<file path="src/rtl/delta_instruction_decoder_core_macros.svh">
// ----------------------------------------------------------------------------
// delta instruction decoder assertion macros
// implication checks on the rising edge, muted during reset, empty for synthesis
// ----------------------------------------------------------------------------
`ifndef DELTA_INSTRUCTION_DECODER_CORE_MACROS_SVH
`define DELTA_INSTRUCTION_DECODER_CORE_MACROS_SVH
`ifndef SYNTHESIS
`define DID_ASSERT_IMPLIES(label, clk, rstn, ante, cons) \
    label: assert property (@(posedge clk) disable iff (!rstn) (ante) |-> (cons)) \
        else $error("did: same-cycle check failed");
`define DID_ASSERT_NEXT(label, clk, rstn, ante, cons) \
    label: assert property (@(posedge clk) disable iff (!rstn) (ante) |=> (cons)) \
        else $error("did: next-cycle check failed");
`else
`define DID_ASSERT_IMPLIES(label, clk, rstn, ante, cons)
`define DID_ASSERT_NEXT(label, clk, rstn, ante, cons)
`endif
`endif

</file>
<file path="src/rtl/did_pkg.sv">
// ----------------------------------------------------------------------------
// did_pkg
// shared types and constants of the delta instruction decoder
// ----------------------------------------------------------------------------
package did_pkg;

    localparam int QUEUE_DEPTH = 4;
    localparam logic [23:0] LEN_ZERO_SUBST = 24'h010000;

    typedef enum logic [1:0] {
        KIND_LIT  = 2'd0,
        KIND_COPY = 2'd1,
        KIND_END  = 2'd2
    } kind_t;

    typedef enum logic [2:0] {
        ST_OK           = 3'd0,
        ST_SRC_MISMATCH = 3'd1,
        ST_ZERO_CMD     = 3'd2,
        ST_RANGE        = 3'd3,
        ST_SIZE         = 3'd4,
        ST_CUT          = 3'd5,
        ST_VARINT       = 3'd6
    } status_t;

    typedef enum logic [2:0] {
        OP_NONE = 3'd0,
        OP_LIT  = 3'd1,
        OP_RUN  = 3'd2,
        OP_COPY = 3'd3,
        OP_TGT  = 3'd4
    } op_t;

    typedef struct packed {
        op_t         op;
        logic [7:0]  data;
        logic [23:0] len;
        logic        fin;
        status_t     fstat;
    } entry_t;

endpackage

</file>
<file path="src/rtl/did_queue.sv">
// ----------------------------------------------------------------------------
// did_queue
// short fifo between the parser front and the checking back
// ----------------------------------------------------------------------------
module did_queue
    import did_pkg::*;
#(
    parameter int W = 8
) (
    input  logic         aclk,
    input  logic         aresetn,
    input  logic         push,
    input  logic [W-1:0] wdata,
    output logic         in_ready,
    input  logic         pop,
    output logic         rvalid,
    output logic [W-1:0] rdata
);

    localparam int AW = $clog2(QUEUE_DEPTH);
    localparam int NW = $clog2(QUEUE_DEPTH + 1);

    logic [W-1:0]  mem [QUEUE_DEPTH];
    logic [AW-1:0] wr_ptr_reg, wr_ptr_next;
    logic [AW-1:0] rd_ptr_reg, rd_ptr_next;
    logic [NW-1:0] count_reg, count_next;
    logic          do_push, do_pop;

    assign in_ready = (count_reg != NW'(QUEUE_DEPTH));
    assign rvalid   = (count_reg != '0);
    assign rdata    = mem[rd_ptr_reg];
    assign do_push  = push && in_ready;
    assign do_pop   = pop && rvalid;

    always_comb begin
        wr_ptr_next = wr_ptr_reg;
        rd_ptr_next = rd_ptr_reg;
        count_next  = count_reg;
        if (do_push) begin
            wr_ptr_next = (wr_ptr_reg == AW'(QUEUE_DEPTH - 1)) ? '0 : wr_ptr_reg + 1'b1;
        end
        if (do_pop) begin
            rd_ptr_next = (rd_ptr_reg == AW'(QUEUE_DEPTH - 1)) ? '0 : rd_ptr_reg + 1'b1;
        end
        if (do_push && !do_pop) begin
            count_next = count_reg + 1'b1;
        end else if (do_pop && !do_push) begin
            count_next = count_reg - 1'b1;
        end
    end

    always_ff @(posedge aclk) begin
        if (!aresetn) begin
            wr_ptr_reg <= '0;
            rd_ptr_reg <= '0;
            count_reg  <= '0;
        end else begin
            wr_ptr_reg <= wr_ptr_next;
            rd_ptr_reg <= rd_ptr_next;
            count_reg  <= count_next;
        end
    end

    always_ff @(posedge aclk) begin
        if (do_push) begin
            mem[wr_ptr_reg] <= wdata;
        end
    end

endmodule

</file>
<file path="src/rtl/did_front.sv">
// ----------------------------------------------------------------------------
// did_front
// byte parser: header varints, command bytes, copy operand gathering
// ----------------------------------------------------------------------------
module did_front
    import did_pkg::*;
#(
    parameter int SIZE_BITS = 32,
    parameter int VAL_W     = 32
) (
    input  logic             aclk,
    input  logic             aresetn,
    input  logic             s_valid,
    output logic             s_ready,
    input  logic [7:0]       s_delta_byte,
    input  logic             s_final_byte,
    input  logic [31:0]      base_size,
    input  logic             q_ready,
    output logic             q_push,
    output entry_t           q_entry,
    output logic [VAL_W-1:0] q_val
);

    localparam int SH_W = $clog2(SIZE_BITS + 8);

    typedef enum logic [5:0] {
        PH_SRC  = 6'b000001,
        PH_TGT  = 6'b000010,
        PH_CMD  = 6'b000100,
        PH_COPY = 6'b001000,
        PH_LIT  = 6'b010000,
        PH_ERR  = 6'b100000
    } phase_t;

    phase_t                 phase_reg, phase_next;
    logic [SIZE_BITS-1:0]   acc_reg, acc_next;
    logic [SH_W-1:0]        shift_reg, shift_next;
    logic [6:0]             flags_reg, flags_next;
    logic [31:0]            off_reg, off_next;
    logic [23:0]            len_reg, len_next;
    logic [6:0]             lit_left_reg, lit_left_next;
    status_t                err_reg, err_next;

    logic                   accept;
    logic [SIZE_BITS+6:0]   wide;
    logic                   vi_ovf;
    logic [SIZE_BITS-1:0]   acc_or;
    logic [SH_W-1:0]        shift_sum, shift_sat;
    logic                   src_match;
    logic [6:0]             lowbit, flags_clr, lit_dec;
    logic [31:0]            off_upd;
    logic [23:0]            len_upd;

    assign s_ready = q_ready;
    assign accept  = s_valid && q_ready;

    // varint accumulate
    assign wide      = (SIZE_BITS + 7)'(s_delta_byte[6:0]) << shift_reg;
    assign vi_ovf    = (shift_reg >= SH_W'(SIZE_BITS)) || (wide[SIZE_BITS+6:SIZE_BITS] != '0);
    assign acc_or    = acc_reg | wide[SIZE_BITS-1:0];
    assign shift_sum = shift_reg + SH_W'(7);
    assign shift_sat = (shift_sum >= SH_W'(SIZE_BITS)) ? SH_W'(SIZE_BITS) : shift_sum;
    assign src_match = (VAL_W'(acc_or) == VAL_W'(base_size));

    // copy operand gathering
    assign lowbit    = flags_reg & (~flags_reg + 7'd1);
    assign flags_clr = flags_reg & ~lowbit;
    assign lit_dec   = lit_left_reg - 7'd1;

    always_comb begin
        off_upd = off_reg;
        len_upd = len_reg;
        for (int i = 0; i < 4; i++) begin
            if (lowbit[i]) begin
                off_upd[8*i +: 8] = off_reg[8*i +: 8] | s_delta_byte;
            end
        end
        for (int j = 0; j < 3; j++) begin
            if (lowbit[4+j]) begin
                len_upd[8*j +: 8] = len_reg[8*j +: 8] | s_delta_byte;
            end
        end
    end

    always_comb begin
        phase_next    = phase_reg;
        acc_next      = acc_reg;
        shift_next    = shift_reg;
        flags_next    = flags_reg;
        off_next      = off_reg;
        len_next      = len_reg;
        lit_left_next = lit_left_reg;
        err_next      = err_reg;
        q_push        = 1'b0;
        q_entry.op    = OP_NONE;
        q_entry.data  = '0;
        q_entry.len   = '0;
        q_entry.fin   = 1'b0;
        q_entry.fstat = ST_OK;
        q_val         = '0;
        if (accept) begin
            case (phase_reg)
                PH_SRC, PH_TGT: begin
                    if (vi_ovf) begin
                        err_next   = ST_VARINT;
                        phase_next = PH_ERR;
                    end else begin
                        acc_next   = acc_or;
                        shift_next = shift_sat;
                        if (!s_delta_byte[7]) begin
                            acc_next   = '0;
                            shift_next = '0;
                            if (phase_reg == PH_SRC) begin
                                if (src_match) begin
                                    phase_next = PH_TGT;
                                end else begin
                                    err_next   = ST_SRC_MISMATCH;
                                    phase_next = PH_ERR;
                                end
                            end else begin
                                q_push     = 1'b1;
                                q_entry.op = OP_TGT;
                                q_val      = VAL_W'(acc_or);
                                phase_next = PH_CMD;
                            end
                        end
                    end
                end
                PH_CMD: begin
                    if (s_delta_byte == 8'd0) begin
                        err_next   = ST_ZERO_CMD;
                        phase_next = PH_ERR;
                    end else if (s_delta_byte[7]) begin
                        off_next   = '0;
                        len_next   = '0;
                        flags_next = s_delta_byte[6:0];
                        if (s_delta_byte[6:0] == 7'd0) begin
                            q_push      = 1'b1;
                            q_entry.op  = OP_COPY;
                            q_entry.len = LEN_ZERO_SUBST;
                        end else begin
                            phase_next = PH_COPY;
                        end
                    end else begin
                        q_push        = 1'b1;
                        q_entry.op    = OP_RUN;
                        q_entry.data  = s_delta_byte;
                        lit_left_next = s_delta_byte[6:0];
                        phase_next    = PH_LIT;
                    end
                end
                PH_COPY: begin
                    off_next   = off_upd;
                    len_next   = len_upd;
                    flags_next = flags_clr;
                    if (flags_clr == 7'd0) begin
                        q_push      = 1'b1;
                        q_entry.op  = OP_COPY;
                        q_val       = VAL_W'(off_upd);
                        q_entry.len = (len_upd == '0) ? LEN_ZERO_SUBST : len_upd;
                        phase_next  = PH_CMD;
                    end
                end
                PH_LIT: begin
                    q_push        = 1'b1;
                    q_entry.op    = OP_LIT;
                    q_entry.data  = s_delta_byte;
                    lit_left_next = lit_dec;
                    if (lit_dec == 7'd0) begin
                        phase_next = PH_CMD;
                    end
                end
                PH_ERR: begin
                end
                default: begin
                end
            endcase
            if (s_final_byte) begin
                q_push      = 1'b1;
                q_entry.fin = 1'b1;
                if (phase_next == PH_ERR) begin
                    q_entry.fstat = err_next;
                end else if (phase_next != PH_CMD) begin
                    q_entry.fstat = ST_CUT;
                end else begin
                    q_entry.fstat = ST_OK;
                end
                phase_next    = PH_SRC;
                acc_next      = '0;
                shift_next    = '0;
                flags_next    = '0;
                off_next      = '0;
                len_next      = '0;
                lit_left_next = '0;
                err_next      = ST_OK;
            end
        end
    end

    always_ff @(posedge aclk) begin
        if (!aresetn) begin
            phase_reg    <= PH_SRC;
            acc_reg      <= '0;
            shift_reg    <= '0;
            flags_reg    <= '0;
            off_reg      <= '0;
            len_reg      <= '0;
            lit_left_reg <= '0;
            err_reg      <= ST_OK;
        end else begin
            phase_reg    <= phase_next;
            acc_reg      <= acc_next;
            shift_reg    <= shift_next;
            flags_reg    <= flags_next;
            off_reg      <= off_next;
            len_reg      <= len_next;
            lit_left_reg <= lit_left_next;
            err_reg      <= err_next;
        end
    end

endmodule

</file>
<file path="src/rtl/did_back.sv">
// ----------------------------------------------------------------------------
// did_back
// range and size checks, target accounting and the result output register
// ----------------------------------------------------------------------------
`include "delta_instruction_decoder_core_macros.svh"

module did_back
    import did_pkg::*;
#(
    parameter int SIZE_BITS = 32,
    parameter int VAL_W     = 32
) (
    input  logic             aclk,
    input  logic             aresetn,
    input  logic [31:0]      base_size,
    input  logic             q_valid,
    output logic             q_pop,
    input  entry_t           q_entry,
    input  logic [VAL_W-1:0] q_val,
    output logic             m_valid,
    input  logic             m_ready,
    output logic [1:0]       m_out_kind,
    output logic [7:0]       m_lit_byte,
    output logic [31:0]      m_copy_from,
    output logic [23:0]      m_copy_len,
    output logic [2:0]       m_status,
    output logic             m_last
);

    localparam int CW = (SIZE_BITS > 32) ? SIZE_BITS + 1 : 33;

    logic [SIZE_BITS-1:0] remain_reg, remain_next;
    status_t              err_reg, err_next;
    logic                 end_pend_reg, end_pend_next;
    status_t              end_status_reg, end_status_next;
    logic                 m_valid_reg, m_valid_next;
    kind_t                kind_reg, kind_next;
    logic [7:0]           lit_reg, lit_next;
    logic [31:0]          from_reg, from_next;
    logic [23:0]          len_reg, len_next;
    status_t              status_reg, status_next;
    logic                 last_reg, last_next;

    logic                 out_free;
    logic                 emit_data;
    status_t              end_st;
    logic [CW-1:0]        remain_w, len_w, byte_w, copy_end, base_w, copy_end_out;

    assign out_free     = !m_valid_reg || m_ready;
    assign q_pop        = !end_pend_reg && out_free && q_valid;
    assign remain_w     = CW'(remain_reg);
    assign len_w        = CW'(q_entry.len);
    assign byte_w       = CW'(q_entry.data);
    assign copy_end     = CW'(q_val[31:0]) + len_w;
    assign base_w       = CW'(base_size);
    assign copy_end_out = CW'(from_reg) + CW'(len_reg);

    always_comb begin
        remain_next     = remain_reg;
        err_next        = err_reg;
        end_pend_next   = end_pend_reg;
        end_status_next = end_status_reg;
        m_valid_next    = m_valid_reg && !m_ready;
        kind_next       = kind_reg;
        lit_next        = lit_reg;
        from_next       = from_reg;
        len_next        = len_reg;
        status_next     = status_reg;
        last_next       = last_reg;
        emit_data       = 1'b0;
        end_st          = ST_OK;
        if (end_pend_reg) begin
            if (out_free) begin
                m_valid_next  = 1'b1;
                kind_next     = KIND_END;
                lit_next      = '0;
                from_next     = '0;
                len_next      = '0;
                status_next   = end_status_reg;
                last_next     = 1'b1;
                end_pend_next = 1'b0;
            end
        end else if (q_pop) begin
            if (err_reg == ST_OK) begin
                case (q_entry.op)
                    OP_TGT: begin
                        remain_next = q_val[SIZE_BITS-1:0];
                    end
                    OP_RUN: begin
                        if (byte_w > remain_w) begin
                            err_next = ST_SIZE;
                        end else begin
                            remain_next = SIZE_BITS'(remain_w - byte_w);
                        end
                    end
                    OP_LIT: begin
                        emit_data = 1'b1;
                        kind_next = KIND_LIT;
                        lit_next  = q_entry.data;
                        from_next = '0;
                        len_next  = '0;
                    end
                    OP_COPY: begin
                        if (copy_end > base_w) begin
                            err_next = ST_RANGE;
                        end else if (len_w > remain_w) begin
                            err_next = ST_SIZE;
                        end else begin
                            emit_data   = 1'b1;
                            kind_next   = KIND_COPY;
                            lit_next    = '0;
                            from_next   = q_val[31:0];
                            len_next    = q_entry.len;
                            remain_next = SIZE_BITS'(remain_w - len_w);
                        end
                    end
                    default: begin
                    end
                endcase
            end
            if (emit_data) begin
                m_valid_next = 1'b1;
                status_next  = ST_OK;
                last_next    = 1'b0;
            end
            if (q_entry.fin) begin
                if (err_next != ST_OK) begin
                    end_st = err_next;
                end else if (q_entry.fstat != ST_OK) begin
                    end_st = q_entry.fstat;
                end else if (remain_next != '0) begin
                    end_st = ST_SIZE;
                end else begin
                    end_st = ST_OK;
                end
                remain_next = '0;
                err_next    = ST_OK;
                if (emit_data) begin
                    end_pend_next   = 1'b1;
                    end_status_next = end_st;
                end else begin
                    m_valid_next = 1'b1;
                    kind_next    = KIND_END;
                    lit_next     = '0;
                    from_next    = '0;
                    len_next     = '0;
                    status_next  = end_st;
                    last_next    = 1'b1;
                end
            end
        end
    end

    always_ff @(posedge aclk) begin
        if (!aresetn) begin
            remain_reg   <= '0;
            err_reg      <= ST_OK;
            end_pend_reg <= 1'b0;
            m_valid_reg  <= 1'b0;
        end else begin
            remain_reg   <= remain_next;
            err_reg      <= err_next;
            end_pend_reg <= end_pend_next;
            m_valid_reg  <= m_valid_next;
        end
    end

    always_ff @(posedge aclk) begin
        end_status_reg <= end_status_next;
        kind_reg       <= kind_next;
        lit_reg        <= lit_next;
        from_reg       <= from_next;
        len_reg        <= len_next;
        status_reg     <= status_next;
        last_reg       <= last_next;
    end

    assign m_valid     = m_valid_reg;
    assign m_out_kind  = kind_reg;
    assign m_lit_byte  = lit_reg;
    assign m_copy_from = from_reg;
    assign m_copy_len  = len_reg;
    assign m_status    = status_reg;
    assign m_last      = last_reg;

    `DID_ASSERT_IMPLIES(a_pend_behind_data, aclk, aresetn, end_pend_reg, m_valid_reg && kind_reg != KIND_END)
    `DID_ASSERT_NEXT(a_pend_holds_on_stall, aclk, aresetn, end_pend_reg && !m_ready, end_pend_reg)
    `DID_ASSERT_IMPLIES(a_last_on_end_only, aclk, aresetn, m_valid_reg && last_reg, kind_reg == KIND_END)
    `DID_ASSERT_IMPLIES(a_copy_within_base, aclk, aresetn, m_valid_reg && kind_reg == KIND_COPY, copy_end_out <= base_w && len_reg != '0)

endmodule

</file>
<file path="src/rtl/delta_instruction_decoder_core.sv">
// ----------------------------------------------------------------------------
// delta_instruction_decoder_core
// one delta byte per cycle while the queue has room; a result passes through the queue and the output register
// a byte that closes a literal or copy and also ends the stream gives a data result, then an end result
// synchronous active-low reset clears parser, queue, output and base_size
// ----------------------------------------------------------------------------
module delta_instruction_decoder_core
    import did_pkg::*;
#(
    parameter int SIZE_BITS = 32
) (
    input  logic        aclk,
    input  logic        aresetn,
    input  logic        cfg_wr_en,
    input  logic [31:0] cfg_wr_data,
    input  logic        s_valid,
    output logic        s_ready,
    input  logic [7:0]  s_delta_byte,
    input  logic        s_final_byte,
    output logic        m_valid,
    input  logic        m_ready,
    output logic [1:0]  m_out_kind,
    output logic [7:0]  m_lit_byte,
    output logic [31:0] m_copy_from,
    output logic [23:0] m_copy_len,
    output logic [2:0]  m_status,
    output logic        m_last
);

    localparam int VAL_W = (SIZE_BITS > 32) ? SIZE_BITS : 32;
    localparam int QW    = $bits(entry_t) + VAL_W;

    logic [31:0]      base_size_reg, base_size_next;
    logic             fr_ready;
    logic             fr_push;
    entry_t           fr_entry;
    logic [VAL_W-1:0] fr_val;
    logic             bk_valid;
    logic             bk_pop;
    logic [QW-1:0]    bk_data;
    entry_t           bk_entry;
    logic [VAL_W-1:0] bk_val;

    assign base_size_next = cfg_wr_en ? cfg_wr_data : base_size_reg;

    always_ff @(posedge aclk) begin
        if (!aresetn) begin
            base_size_reg <= '0;
        end else begin
            base_size_reg <= base_size_next;
        end
    end

    did_front #(
        .SIZE_BITS (SIZE_BITS),
        .VAL_W     (VAL_W)
    ) u_front (
        .aclk         (aclk),
        .aresetn      (aresetn),
        .s_valid      (s_valid),
        .s_ready      (s_ready),
        .s_delta_byte (s_delta_byte),
        .s_final_byte (s_final_byte),
        .base_size    (base_size_reg),
        .q_ready      (fr_ready),
        .q_push       (fr_push),
        .q_entry      (fr_entry),
        .q_val        (fr_val)
    );

    did_queue #(
        .W (QW)
    ) u_queue (
        .aclk     (aclk),
        .aresetn  (aresetn),
        .push     (fr_push),
        .wdata    ({fr_entry, fr_val}),
        .in_ready (fr_ready),
        .pop      (bk_pop),
        .rvalid   (bk_valid),
        .rdata    (bk_data)
    );

    assign bk_entry = entry_t'(bk_data[QW-1:VAL_W]);
    assign bk_val   = bk_data[VAL_W-1:0];

    did_back #(
        .SIZE_BITS (SIZE_BITS),
        .VAL_W     (VAL_W)
    ) u_back (
        .aclk        (aclk),
        .aresetn     (aresetn),
        .base_size   (base_size_reg),
        .q_valid     (bk_valid),
        .q_pop       (bk_pop),
        .q_entry     (bk_entry),
        .q_val       (bk_val),
        .m_valid     (m_valid),
        .m_ready     (m_ready),
        .m_out_kind  (m_out_kind),
        .m_lit_byte  (m_lit_byte),
        .m_copy_from (m_copy_from),
        .m_copy_len  (m_copy_len),
        .m_status    (m_status),
        .m_last      (m_last)
    );

endmodule
</file>
<file path="config.mk">
export PLATFORM = sky130hd
export DESIGN_NAME = delta_instruction_decoder_core
export DESIGN_NICKNAME = d
export VERILOG_FILES = /design/src/rtl/did_pkg.sv /design/src/rtl/did_queue.sv /design/src/rtl/did_front.sv /design/src/rtl/did_back.sv /design/src/rtl/delta_instruction_decoder_core.sv
export VERILOG_INCLUDE_DIRS = /design/src /design/src/rtl
export SDC_FILE = /design/constraint.sdc
export NUM_CORES = 1
export LEC_CHECK = 0
export BUFFER_PORTS_ARGS = -buffer_cell sky130_fd_sc_hd__buf_2
export CORE_MARGIN = 2
export CORE_UTILIZATION = 45
export DETAILED_ROUTE_END_ITERATION = 16
export PLACE_DENSITY_LB_ADDON = 0.3
export SETUP_SLACK_MARGIN = 0.3
export SYNTH_ARGS = -nofsm -noshare
export SYNTH_HDL_FRONTEND = slang
export SYNTH_HIERARCHICAL = 1
export SYNTH_SLANG_ARGS = --single-unit
export TNS_END_PERCENT = 10
</file>
<file path="constraint.sdc">
create_clock -name aclk -period 9.05 [get_ports aclk]
set_input_delay 0.905 -clock aclk [delete_from_list [all_inputs] [get_ports aclk]]
set_output_delay 0.905 -clock aclk [all_outputs]
set_load 0.02 [all_outputs]
</file>
==> qor.yml, run 1 <==
outcome:
  status: "finished, final reports clean"
route:
  dr.first_iter.drc_count: 3649
  drt-total-wl_mm: 105.8
  post_drt_via_cell_ratio: 6.287
  vias: 26291
  routedWlPerCell_um: 25.30
  dr.pass1.iters: 7
  route.detailed.drc: 0
  drtAntennaViolNets: 0
finish:
  largest_reg_flops: 284
  instances_no_fill: 4182
  final_layout_size_suffix_gt1_share_pct: 13.10
  antenna_cells: 0
  top_register: "u_queue/mem"
  syn2layout_area_growth_pct: 10.66
  nets: 3348
yosys:
  synth_edf_count: 357
  netlist_area_mm2: 0.03145
  synth_compound_area_share_pct: 18.20
  yosysWarnings: 6
  synth-simple-area-share_pct: 17.45
  yosysSeqAreaShare_pct: 46.50
  synth_fa_ha_area_share_pct: 4.177
  synth-seq-cells: 552
  synth_cell_type_count: 111
  synthCells: 3174
  yosys.area_share.xor_xnor_pct: 2.228
  async_flop_share_pct: 0
  syn_nets: 3321
  synthMuxAreaShare_pct: 7.021
  syn_avg_cell_area_um2: 9.909
  synth_top_family_by_area: "compound AO/OA/AOI/OAI gates"
  synth_flop_cell: "edfxtp_1"
worst_setup_path:
  cp.arrival_ps: 8710
  path_delay_family: "compound AO/OA/AOI/OAI gates"
  critPathMaxStageDelay_ps: 610
  slowest_stage: "mux4_2"
  endpoint_kind: "flop"
  crit_required_ps: 9430
  crit_path_start_kind: "flop"
  cp_max_fo: 18
  critPathKind: "flop to flop"
  cp_num_buf_inv: 1
global_route:
  grt_pass1_wl_mm: 157.2
  grt-ovfl-total: 0
  grt_use_met1_pct: 38.52
  grt_util_met2_pct: 46.44
  antenna_found_initial: 0
  grt_util_met3_pct: 4.087
  grt_max_degree: 67
  top_usage_layer: "met2"
  grt.total_usage_pct: 28.90
  first_global_vias: 24388
timing:
  post-route-min-period_ps: 8325
  slew_headroom_pct: 18.96
  tightest_slew_ps: 1205
  fin_skew_ps: 57.11
  hold_violations: 0
  slew_violations: 0
  fmax_mhz: 120.1
  tns_ps: 0
  finalCritPeriodShare_pct: 91.99
  final-setup-viol-count: 0
  worst_slack_ps: 725.3
  grt_setup_unrepaired: "false"
floorplan:
  start_util_pct: 45.62
  die-width_um: 268.4
  die-area_mm2: 0.07203
  ios: 118
  coreArea_mm2: 0.06895
  num_rows: 96
  die_h_um: 268.4
place:
  dp.cells: 4071
  place.port_buffers: 117
  dp_slack_ps: 817.9
  dp_hpwl_mm: 75.62
  gp_congestion: 1.028
power_and_ir_drop:
  vdd_ir_drop_max_v: 0.0002125
  leakage_nw: 12.48
  power_density_mw_per_mm2: 343.2
run:
  maxCapViolations: 0
clock_network:
  htree_levels: 2
  cts_inserted_buffers: 58
  cts_buffer_depth: 3
  cts_sinks: 552
  path_clk_slew_ps: 60
  cts_tree: "done"
  clock_latency_ps: 660
  cts-root-buf: "clkbuf_16"
worst_hold_path:
  hp-class: "flop to flop"
==> Yosys cell counts, drive strengths merged (37+ instances only) <==
| cell | n | area share (%) |
|---|---|---|
| edfxtp | 357 | 34 |
| mux2i | 47 | 1.5 |
| ha | 97 | 3.9 |
| and2 | 47 | 0.95 |
| nor2 | 310 | 3.7 |
| inv | 113 | 1.3 |
| clkbuf | 144 | 1.7 |
| nor3 | 86 | 1.4 |
| xnor2 | 46 | 1.3 |
| a31oi | 41 | 0.82 |
| nand2 | 205 | 2.4 |
| mux4 | 73 | 5.2 |
| nand4 | 38 | 0.80 |
| a21oi | 385 | 6.1 |
| o21ai | 170 | 2.7 |
| nor2b | 124 | 2.5 |
| nor4 | 52 | 1.1 |
| dfxtp | 195 | 12 |
| nand2b | 40 | 0.80 |
| a21o | 37 | 0.88 |
| nand3 | 61 | 0.97 |
| buf | 60 | 1.3 |
==> cell usage in the layout (no fill, tap or decap), drive strengths merged, types with 32 or more instances in the layout <==
cell,instances
a21o,37
buf,171
xor2,34
o21ai,170
nand4,38
nor4,52
inv,114
and2,47
ha,97
mux2i,47
xnor2,46
a22oi,32
mux4,73
a31oi,41
a21oi,385
nor2,310
nor2b,124
nand2b,40
nor3,86
nand3,61
clkbuf,74
dfxtp,195
edfxtp,357
nand2,205
==> worst min-delay path, cell delays in order (launching register included) <==
cell and delay (ps):
dfxtp_1 310, nand2_1 50, a21boi_0 60
==> where the power goes <==
group	switching [W]	leakage (nW)	internal (W)
Clock	0.00105	0.995	0.00150
Sequential	0.000349	4.97	0.00310
Combinational	0.00390	6.52	0.00204
==> path summary, 6_finish.rpt <==
kind                                          start                  end  slack, ps  cells past startpoint
worst max-delay path                           flop   u_back/m_status[2]        730                     28
worst min-delay path            u_front/acc_reg[16]  u_front/acc_reg[16]        470                      2
worst max register to register                 flop   u_back/m_status[2]        730                     28
worst min register to register  u_front/acc_reg[16]  u_front/acc_reg[16]        470                      2
==> what timing repair did <==
action | CTS | global route
endpoints found under the hold margin | 0 | 0
setup endpoints to repair | 0 | 2
resized for setup | 0 | 3
hold buffers | 0 | 0
setup buffers | 0 | 1
==> per-stage QoR <==
step | hold slack [ps] | util, % | power [W] | area, um^2
5_1_grt | 490.7 | 50.48 | 0.01253 | 34800
2_1_floorplan | 437.5 | - | 0.007387 | 31450
3_3_place_gp | 448.0 | 47.46 | 0.009243 | 32720
6_report | 473.0 | 50.48 | 0.01195 | 34800
3_5_place_dp | 455.1 | 47.46 | 0.009245 | 32720
4_1_cts | 469.3 | 50.45 | 0.01183 | 34780
==> kinds of logic after synthesis <==
| family | Yosys count |
|---|---|
| and+or+nand+nor | 1077 |
| AOI/OAI and AO/OA | 916 |
| DFF | 552 |
| buffers and inverters | 318 |
| muxes | 128 |
| adders and majority gates | 103 |
| xor gates and xnor gates | 80 |
==> per-layer routing <==
layer	share of wire, %	routed length [um]
met4	5.5	5785
met5	0	0
met3	7.8	8227
met2	46	49010
met1	40	42770
==> layout make-up <==
class | count | area (um^2)
fill | 6294 | 34140
tap | 931 | 1165
sequential | 552 | 14630
clock inverter | 36 | 481.7
clock buffer | 74 | 1583
multi-input combinational | 2304 | 15510
inverter | 114 | 427.9
timing repair buffer | 171 | 1001
Note: power is estimated with default switching activity, not from simulation.
==> inputs of run 2 (changes only) <==
Settings changed: ABC_AREA set to 1.
==> qor.yml, run 2 <==
outcome:
  status: "finished, final reports clean"
route:
  drtAntennaViolNets: 0
  vias: 30449
  routedWlPerCell_um: 20.95
  dr.pass1.iters: 8
  route.detailed.drc: 0
  post_drt_via_cell_ratio: 5.710
  drt-total-wl_mm: 111.8
  dr.first_iter.drc_count: 3802
global_route:
  grt_max_degree: 116
  grt-ovfl-total: 0
  grt.total_usage_pct: 28.94
  antenna_found_initial: 1
  grt_pass1_wl_mm: 167.1
  first_global_vias: 27412
timing:
  slew_violations: 0
  grt_setup_unrepaired: "false"
  tns_ps: 0
  post-route-min-period_ps: 7646
  tightest_slew_ps: 1165
  final-setup-viol-count: 0
  fmax_mhz: 130.8
  finalCritPeriodShare_pct: 84.49
  slew_headroom_pct: 22.06
  fin_skew_ps: 49.13
  hold_violations: 0
worst_setup_path:
  critPathMaxStageDelay_ps: 600
  rrSetupSlack_ps: 1400
  critPathKind: "flop to flop"
  cp_max_fo: 115
  reg2reg_depth: 37
  crit_path_start_kind: "flop"
  cp.arrival_ps: 8090
  slowest_stage: "inv_6"
  path_common_cell: "nand2_1"
  crit_required_ps: 9490
  endpoint_kind: "flop"
  r2r_end: "u_back/m_status[1]"
place:
  place.port_buffers: 117
  place_area_mm2: 0.03403
  gp_congestion: 1.016
  dp_hpwl_mm: 79.95
yosys:
  syn_nets: 4457
  yosysSeqAreaShare_pct: 44.37
  synth-seq-cells: 552
  synth_top_area_share_pct: 32.53
  synth_flop_cell: "edfxtp_1"
  synth_edf_count: 357
  syn_avg_cell_area_um2: 7.647
  netlist.top_cell.by_area: "edfxtp_1"
  async_flop_share_pct: 0
  ys_top_cells_by_count: "nand2_1 (975), nor2_1 (527), inv_1 (469)"
  netlist_top_cells_area: "edfxtp_1 (33%), dfxtp_1 (12%), nand2_1 (11%), nor2_1 (6.0%), a21oi_1 (5.6%)"
  synth_cell_type_count: 59
  yosysWarnings: 6
  synthCells: 4310
  synth_most_common_cell: "nand2_1"
  netlist_area_mm2: 0.03296
power_and_ir_drop:
  leakage_nw: 14.99
  vdd_ir_drop_max_v: 0.0004687
  total_power_w: 0.01521
  power_density_mw_per_mm2: 421.6
clock_network:
  post_cts_buffers: 0
  htree_levels: 2
  cts_sinks: 552
  cts_inserted_buffers: 59
  clock_latency_ps: 650
  holdBufCountCts: 0
  cts_buffer_depth: 3
  postCtsResizedCells: 0
  cts_tree: "done"
  path_clk_slew_ps: 60
  cts-root-buf: "clkbuf_16"
worst_hold_path:
  hp-class: "flop to flop"
  worstHoldStart: "u_front/len_reg[8]"
  min_path_cells: 2
  hold_end: "u_front/len_reg[8]"
floorplan:
  start_util_pct: 45.33
  num_rows: 99
  coreArea_mm2: 0.07271
  die_h_um: 274.6
  die-area_mm2: 0.07542
  die-width_um: 274.6
  ios: 118
finish:
  largest_reg_flops: 284
  fin_area_mm2: 0.03607
  syn2layout_area_growth_pct: 9.453
  final_common_cell: "nand2_1"
  nets: 4470
  most-common-layout-cells: "nand2_1 (973), nor2_1 (521), inv_1 (468)"
  antenna_cells: 0
  top_register: "u_queue/mem"
  final_layout_size_suffix_gt1_share_pct: 8.345
run:
  maxCapViolations: 0
-- run 2: cell count changes in the layout (fill, tap and decap cells not counted), sizes merged, moves of 43 or more --
| cell | before | now |
|---|---|---|
| nor4 | 52 | 4 |
| nor2 | 310 | 542 |
| nand2 | 205 | 995 |
| a211oi | 17 | 73 |
| mux4 | 73 | 0 |
| nor3 | 86 | 43 |
| nor2b | 124 | 0 |
| and2 | 47 | 3 |
| nand3 | 61 | 280 |
| o22ai | 13 | 102 |
| o21ai | 170 | 307 |
| inv | 114 | 494 |
| mux2i | 47 | 0 |
-- run 2: worst max-delay path by stage --
stage                               start                 end  slack, ps  cells after the start
after floorplan           s_delta_byte[3]   u_queue/mem[0][0]       3240                     12
after global placement               flop  u_back/m_status[1]       1830                     40
after detailed placement             flop  u_back/m_status[1]       1630                     40
after CTS                            flop  u_back/m_status[1]       1540                     40
after global routing                 flop  u_back/m_status[1]        790                     42
final                                flop  u_back/m_status[1]       1400                     37
-- run 2: cell families after synthesis --
| logic type | after synthesis | synth area share [%] |
|---|---|---|
| AO/OA/AOI/OAI | 937 | 16.01 |
| XOR/XNOR | 60 | 1.594 |
| adder cells (fa/ha/maj) | 101 | 3.925 |
| buffers and inverters | 707 | 9.263 |
| flip-flops | 552 | 44.37 |
| AND/OR/NAND/NOR | 1953 | 24.84 |
-- run 2: cell type report --
class                      instances  area [um^2]
inverter                         497         1873
sequential                       552        14630
clock buffer                      81         1620
clock inverter                    31        429.2
tap                              959         1200
timing repair buffer             162        948.4
fill                            7070        36640
multi-input combinational       3051        15370
-- run 2: metrics by stage --
stage          hold slack, ps  util, %  setup WS [ps]  std cells
6_report                448.7    49.61           1404       5333
4_1_cts                 449.5    49.61           1539       5333
3_3_place_gp            435.8    46.79           1826       5221
5_1_grt                 461.0    49.61          785.1       5333
3_5_place_dp            440.2    46.79           1631       5221
2_1_floorplan           429.7        -           3240       4310
-- run 2: where the power goes --
group	internal [W]	leakage [nW]	switching, W
combinational	0.00270	9.09	0.00628
sequential	0.00326	4.90	0.000413
clock	0.00151	1.00	0.00105
-- run 2: per-layer routing --
layer | part of all wire (%) | wire [um] | track usage, % | vias up
met1 | 42 | 46500 | 39.24 | 14264
li1 | - | - | - | 14538
met4 | 4.8 | 5386 | 12.93 | 0
met2 | 46 | 50950 | 46.51 | 1399
met3 | 8.0 | 8910 | 3.535 | 248
met5 | 0 | 0 | 0 | -
-- run 2: worst max-delay path: cells and delay by family (launching register included) --
kind                       cells  cell delay, ps
xor gates and xnor gates       1             160
and+or+nand+nor               14            1500
AOI/OAI and AO/OA             10            2100
DFF                            1             490
buffers and inverters         10            2350
adders and majority gates      2             660
